## src/sv/spc_pkg.sv

```systemverilog
`timescale 1ns / 1ps
`default_nettype none
package spc_pkg;

    localparam int SEG_DEPTH = 256;
    localparam int IDX_W     = $clog2(SEG_DEPTH);
    localparam int CNT_W     = $clog2(SEG_DEPTH + 1);
    localparam int COORD_W   = 16;
    localparam int DIFF_W    = COORD_W + 1;
    localparam int PROD_W    = 2 * DIFF_W;
    localparam int SUM_W     = PROD_W + 1;
    localparam int Q_ONE     = 4096;

    // reach flag bit positions
    localparam int F_BOTTOM = 0;
    localparam int F_TOP    = 1;
    localparam int F_LEFT   = 2;
    localparam int F_RIGHT  = 3;

    localparam int CFG_PASS_COUNT = 0;
    localparam int CFG_MIN_RISE   = 1;

    typedef struct packed {
        logic signed [COORD_W-1:0] xs;
        logic signed [COORD_W-1:0] ys;
        logic signed [COORD_W-1:0] xe;
        logic signed [COORD_W-1:0] ye;
    } seg_t;

    typedef struct packed {
        logic             seg_we;
        logic             flag_we;
        logic             load;
        logic [IDX_W-1:0] wr_addr;
        logic [IDX_W-1:0] rd_addr;
        logic             latch_i;
        logic             diff_en;
        logic             mul_en;
        logic             acc_clr;
        logic             acc_en;
    } spc_cmd_t;

endpackage
`default_nettype wire

```

## src/sv/spc_ctrl.sv

```systemverilog
`timescale 1ns / 1ps
`default_nettype none
module spc_ctrl (
    input  wire logic                 clk,
    input  wire logic                 rst_n,
    input  wire logic                 start,
    input  wire logic                 last_segment,
    input  wire logic [7:0]           pass_count,
    output logic                      busy,
    output logic                      done,
    output spc_pkg::spc_cmd_t         cmd
);
    import spc_pkg::*;

    typedef enum logic [3:0] {
        S_IDLE, S_RD_I, S_LD_I, S_RD_J, S_DIFF, S_MUL, S_UPD, S_CNT_RD, S_CNT_ACC, S_DONE
    } state_t;

    state_t           state_reg, state_next;
    logic [CNT_W-1:0] count_reg, count_next;
    logic [CNT_W-1:0] i_reg, i_next;
    logic [CNT_W-1:0] j_reg, j_next;
    logic [7:0]       pass_reg, pass_next;
    logic             accept, store_ok;
    logic [CNT_W-1:0] last_idx;

    assign accept   = start && (state_reg == S_IDLE);
    assign store_ok = (count_reg < CNT_W'(SEG_DEPTH));
    assign last_idx = count_reg - CNT_W'(1);

    always_comb
    begin
        state_next = state_reg;
        count_next = count_reg;
        i_next     = i_reg;
        j_next     = j_reg;
        pass_next  = pass_reg;
        cmd        = '0;
        cmd.rd_addr = i_reg[IDX_W-1:0];
        cmd.wr_addr = j_reg[IDX_W-1:0];
        unique case (state_reg)
            S_IDLE:
            begin
                cmd.wr_addr = count_reg[IDX_W-1:0];
                cmd.load    = 1'b1;
                cmd.seg_we  = accept && store_ok;
                cmd.flag_we = accept && store_ok;
                if (accept && store_ok)
                    count_next = count_reg + CNT_W'(1);
                if (accept && last_segment)
                begin
                    i_next    = '0;
                    pass_next = '0;
                    if (pass_count == '0)
                    begin
                        cmd.acc_clr = 1'b1;
                        state_next  = S_CNT_RD;
                    end
                    else
                        state_next = S_RD_I;
                end
            end
            S_RD_I:
                state_next = S_LD_I;
            S_LD_I:
            begin
                cmd.latch_i = 1'b1;
                j_next      = '0;
                state_next  = S_RD_J;
            end
            S_RD_J:
            begin
                cmd.rd_addr = j_reg[IDX_W-1:0];
                state_next  = S_DIFF;
            end
            S_DIFF:
            begin
                cmd.diff_en = 1'b1;
                state_next  = S_MUL;
            end
            S_MUL:
            begin
                cmd.mul_en = 1'b1;
                state_next = S_UPD;
            end
            S_UPD:
            begin
                cmd.flag_we = 1'b1;
                if (j_reg != last_idx)
                begin
                    j_next     = j_reg + CNT_W'(1);
                    state_next = S_RD_J;
                end
                else if (i_reg != last_idx)
                begin
                    i_next     = i_reg + CNT_W'(1);
                    state_next = S_RD_I;
                end
                else if (pass_reg != pass_count - 8'd1)
                begin
                    pass_next  = pass_reg + 8'd1;
                    i_next     = '0;
                    state_next = S_RD_I;
                end
                else
                begin
                    i_next      = '0;
                    cmd.acc_clr = 1'b1;
                    state_next  = S_CNT_RD;
                end
            end
            S_CNT_RD:
                state_next = S_CNT_ACC;
            S_CNT_ACC:
            begin
                cmd.acc_en = 1'b1;
                if (i_reg != last_idx)
                begin
                    i_next     = i_reg + CNT_W'(1);
                    state_next = S_CNT_RD;
                end
                else
                    state_next = S_DONE;
            end
            S_DONE:
            begin
                count_next = '0;
                state_next = S_IDLE;
            end
            default:
                state_next = S_IDLE;
        endcase
    end

    always_ff @(posedge clk or negedge rst_n)
    begin
        if (!rst_n)
        begin
            state_reg <= S_IDLE;
            count_reg <= '0;
            i_reg     <= '0;
            j_reg     <= '0;
            pass_reg  <= '0;
        end
        else
        begin
            state_reg <= state_next;
            count_reg <= count_next;
            i_reg     <= i_next;
            j_reg     <= j_next;
            pass_reg  <= pass_next;
        end
    end

    assign busy = (state_reg != S_IDLE);
    assign done = (state_reg == S_DONE);

endmodule
`default_nettype wire

```

## config.mk

```make
export PLATFORM = sky130hd
export DESIGN_NAME = spc_ctrl
export DESIGN_NICKNAME = d
export VERILOG_FILES = /design/src/sv/spc_pkg.sv /design/src/sv/spc_ctrl.sv
export SDC_FILE = /design/constraint.sdc
export NUM_CORES = 1
export LEC_CHECK = 0
export BUFFER_PORTS_ARGS = -buffer_cell sky130_fd_sc_hd__buf_2
export CORE_MARGIN = 4
export CORE_UTILIZATION = 50
export DETAILED_ROUTE_END_ITERATION = 10
export GPL_TIMING_DRIVEN = 1
export PLACE_DENSITY_LB_ADDON = 0.3
export REMOVE_ABC_BUFFERS = 1
export SYNTH_ARGS = -nofsm -noshare
export SYNTH_HDL_FRONTEND = slang
export SYNTH_SLANG_ARGS = --single-unit
```

## constraint.sdc

```tcl
create_clock -name clk -period 9.2 [get_ports clk]
set_input_delay 0.92 -clock clk [delete_from_list [all_inputs] [get_ports clk]]
set_output_delay 0.92 -clock clk [all_outputs]
set_load 0.01 [all_outputs]
```

==> impl_metrics.py <==
metrics = {
    "synthesis": {
        "ys.flop_type": "dfrtp_1",
        "synth-edff-count": 0,
        "synth_compound_area_frac": 0.129,
        "synth_top_family_by_area": "simple AND/OR/NAND/NOR gates",
        "async_reset_ff_frac": 1.00,
        "synth-simple-area-share": 0.295,
        "ys_seq_area_frac": 0.315,
        "synth_seq_cells": 39,
        "syn_inst": 384,
        "synth_top_area_frac": 0.315,
        "syn_avg_cell_area_um2": 8.07,
        "synth_area_leaders": "dfrtp_1 (31%), xnor2_1 (8.2%), xor2_1 (5.6%), nand2_1 (5.4%), nor2_1 (5.4%)",
        "synthAdderAreaFrac": 0.0242,
        "yosys.area.top_type": "dfrtp_1",
        "syn_area_um2": 3100,
        "yosys_warnings": 0,
        "yosysUniqueCellTypes": 51,
        "muxShareOfSynthArea": 0.0383,
        "synth-xor-area-share": 0.153,
    },
    "floorplanning": {
        "die_y_um": 86.7,
        "die_area_um2": 7520,
        "die_x_um": 86.7,
        "io_pins": 38,
        "core_region_area_um2": 5960,
        "rows": 28,
        "start_util": 0.521,
    },
    "flow_run": {
        "drv_cap": 0,
    },
    "sta": {
        "whs_ns": 0.550,
        "finClkSkew_ns": 0.00793,
        "tightest_slew_ns": 1.06,
        "final.min_clock_period_ns": 4.11,
        "hold_viol_final": 0,
        "slew_viol_final": 0,
        "tns_ns": 0,
        "fmax_mhz": 243,
        "rsz0062_at_grt": "false",
        "fin_crit_sh": 0.447,
        "setup_ws_ns": 5.09,
        "relSlewSlack": 0.293,
        "finalSetupViolations": 0,
    },
    "drt": {
        "wl_per_cell_um": 15.8,
        "viasPerCell": 5.90,
        "first_iter_violations": 270,
        "routed-via-count": 2850,
        "wirelength_um": 7650,
        "final_antenna_net_count": 0,
        "drt-pass1-iter-count": 4,
        "drc_errors": 0,
    },
    "cts": {
        "cts_inserted_buffers": 5,
        "insertion_delay_ns": 0.29,
        "clockBufferDepth": 2,
        "clkTransAtPathRegs_ns": 0.07,
        "clock_sinks": 39,
        "htreeDepth": 2,
        "cts_root_buf": "clkbuf_8",
        "ctsResizeCount": 0,
        "cts_tree": "yes",
        "cts_setup_buffers": 0,
        "cts_hold_repair.buffers": 0,
    },
    "grt": {
        "antenna_found_initial": 0,
        "grt_pass1_vias": 2737,
        "grt_overflow_total": 0,
        "grt_start_max_net_pins": 40,
        "grt_pass1_wl_um": 13300,
        "grt_use_total": 0.221,
    },
    "pwr": {
        "ir_drop_mv": 0.115,
        "finalPower_mw": 0.725,
        "leakage_nw": 1.49,
        "power_density_nw_per_um2": 214,
    },
    "critical_path": {
        "crit_type": "reg -> out",
        "start_kind": "flip-flop",
        "path_delay_family": "simple AND/OR/NAND/NOR gates",
        "required_ns": 8.28,
        "cp_cell_sequence": "inv_1, ha_1, inv_1, nor4_4, xnor2_1, or4_4, or3_1, nor2_1, nand2_1, o21ai_0, buf_2",
        "cp_num_buf_inv": 3,
        "worstSetupEndpointType": "output pin",
        "cp_max_fo": 11,
        "slowest_delay_ns": 0.56,
        "cp_common_cell": "inv_1",
        "slowest_stage": "or4_4",
        "arrival_ns": 3.19,
    },
    "layout": {
        "fin_nets": 427,
        "area_delta_synth_final_pct": 9.40,
        "final_cell_area_um2": 3390,
        "drive_above_1_share": 0.150,
        "n_antenna_cell": 0,
    },
    "status": {
        "status": "finished, final reports clean",
    },
    "hold_path": {
        "min-delay-path-class": "reg -> reg",
    },
    "placed_design": {
        "place_congestion": 0.929,
        "io_buffers": 37,
        "dp_hpwl_um": 5920,
        "dpl-instance-area_um2": 3320,
        "place_ws_ns": 5.41,
    },
}
[worst paths after layout]
path	startpoint	depth (start not counted)	slack, ns	end
worst max-delay path	count_reg[0]$_DFFE_PN0P_	11	5.09	cmd[1]
worst min-delay path	state_reg[0]$_DFFE_PN0P_	1	0.55	state_reg[0]$_DFFE_PN0P_
worst max register to register	count_reg[2]$_DFFE_PN0P_	8	5.67	pass_reg[7]$_DFFE_PN0P_
worst min register to register	state_reg[0]$_DFFE_PN0P_	1	0.55	state_reg[0]$_DFFE_PN0P_
max in group asynchronous	rst_n	1	7.91	j_reg[3]$_DFFE_PN0P_
min in group asynchronous	rst_n	1	0.74	count_reg[5]$_DFFE_PN0P_
[cell usage after synthesis (2+ instances only)]
cell and instances:
nand2b_1 5, o31ai_1 2, o21bai_1 2, nand2_1 45, or4_1 5, nand4_1 7
o211ai_1 3, mux2_2 7, o21a_1 2, xor2_1 20, buf_1 6, o21ai_0 23
and3_1 3, nor2_1 45, xnor3_1 2, xnor2_1 29, o31a_1 2, a21boi_0 2
nor4b_1 4, nor3_1 19, nor3b_1 4, nor2b_1 2, or3_1 10, a21oi_1 13
or2_2 2, dfrtp_1 39, inv_1 15, or4_4 2, mux2i_1 4, nor4_1 6
clkbuf_1 16, ha_1 6, nand3_1 14
[power by group]
| group | switching, mW | total, mW | internal (mW) |
|---|---|---|---|
| Clock | 0.0547 | 0.105 | 0.0505 |
| Combinational | 0.227 | 0.373 | 0.146 |
| Sequential | 0.0551 | 0.247 | 0.192 |
[cell families after synthesis]
group	count (synthesis)
AND/OR/NAND/NOR	178
multiplexers	11
flip-flops	39
buffers and inverters	38
XOR/XNOR	51
adder cells (fa/ha/maj)	6
AO/OA/AOI/OAI	61
[routing by layer]
metal  global-route usage  up-vias  share of wire
li1                     -     1378              -
met2                0.332      104           0.44
met4               0.0807        0          0.022
met5                    0        -              0
met1                0.315     1349           0.46
met3               0.0428       19          0.077
[worst reg2reg max path, delay by kind of cell (launching register included)]
kind               cells  cell delay (ns)
and+or+nand+nor        4             1.80
DFF                    1             0.53
AOI/OAI and AO/OA      4             1.10
[final cells by class]
| class | count | area, um2 |
|---|---|---|
| tap | 75 | 93.8 |
| clock buffer | 6 | 72.6 |
| fill | 595 | 2560 |
| timing repair buffer | 40 | 208 |
| inverter | 16 | 60.1 |
| multi-input combinational | 307 | 1980 |
| sequential | 39 | 976 |
[metrics by stage]
| step | utilization | cells |
|---|---|---|
| final | 0.570 | 483 |
| after global placement | 0.557 | 477 |
| after floorplan | - | 362 |
| after detailed placement | 0.557 | 477 |
| after CTS | 0.570 | 483 |
| after global routing | 0.570 | 483 |
[cell usage in the layout (no fill, tap or decap), drive strengths merged, types with 8 or more instances in the layout]
cell type,instances
o21ai,24
inv,16
nor3,19
nor2,45
a21oi,13
or3,10
nand2,45
dfrtp,39
nand3,14
buf,40
xnor2,29
xor2,20
nand4,8
(Power assumes the default switching activity.)
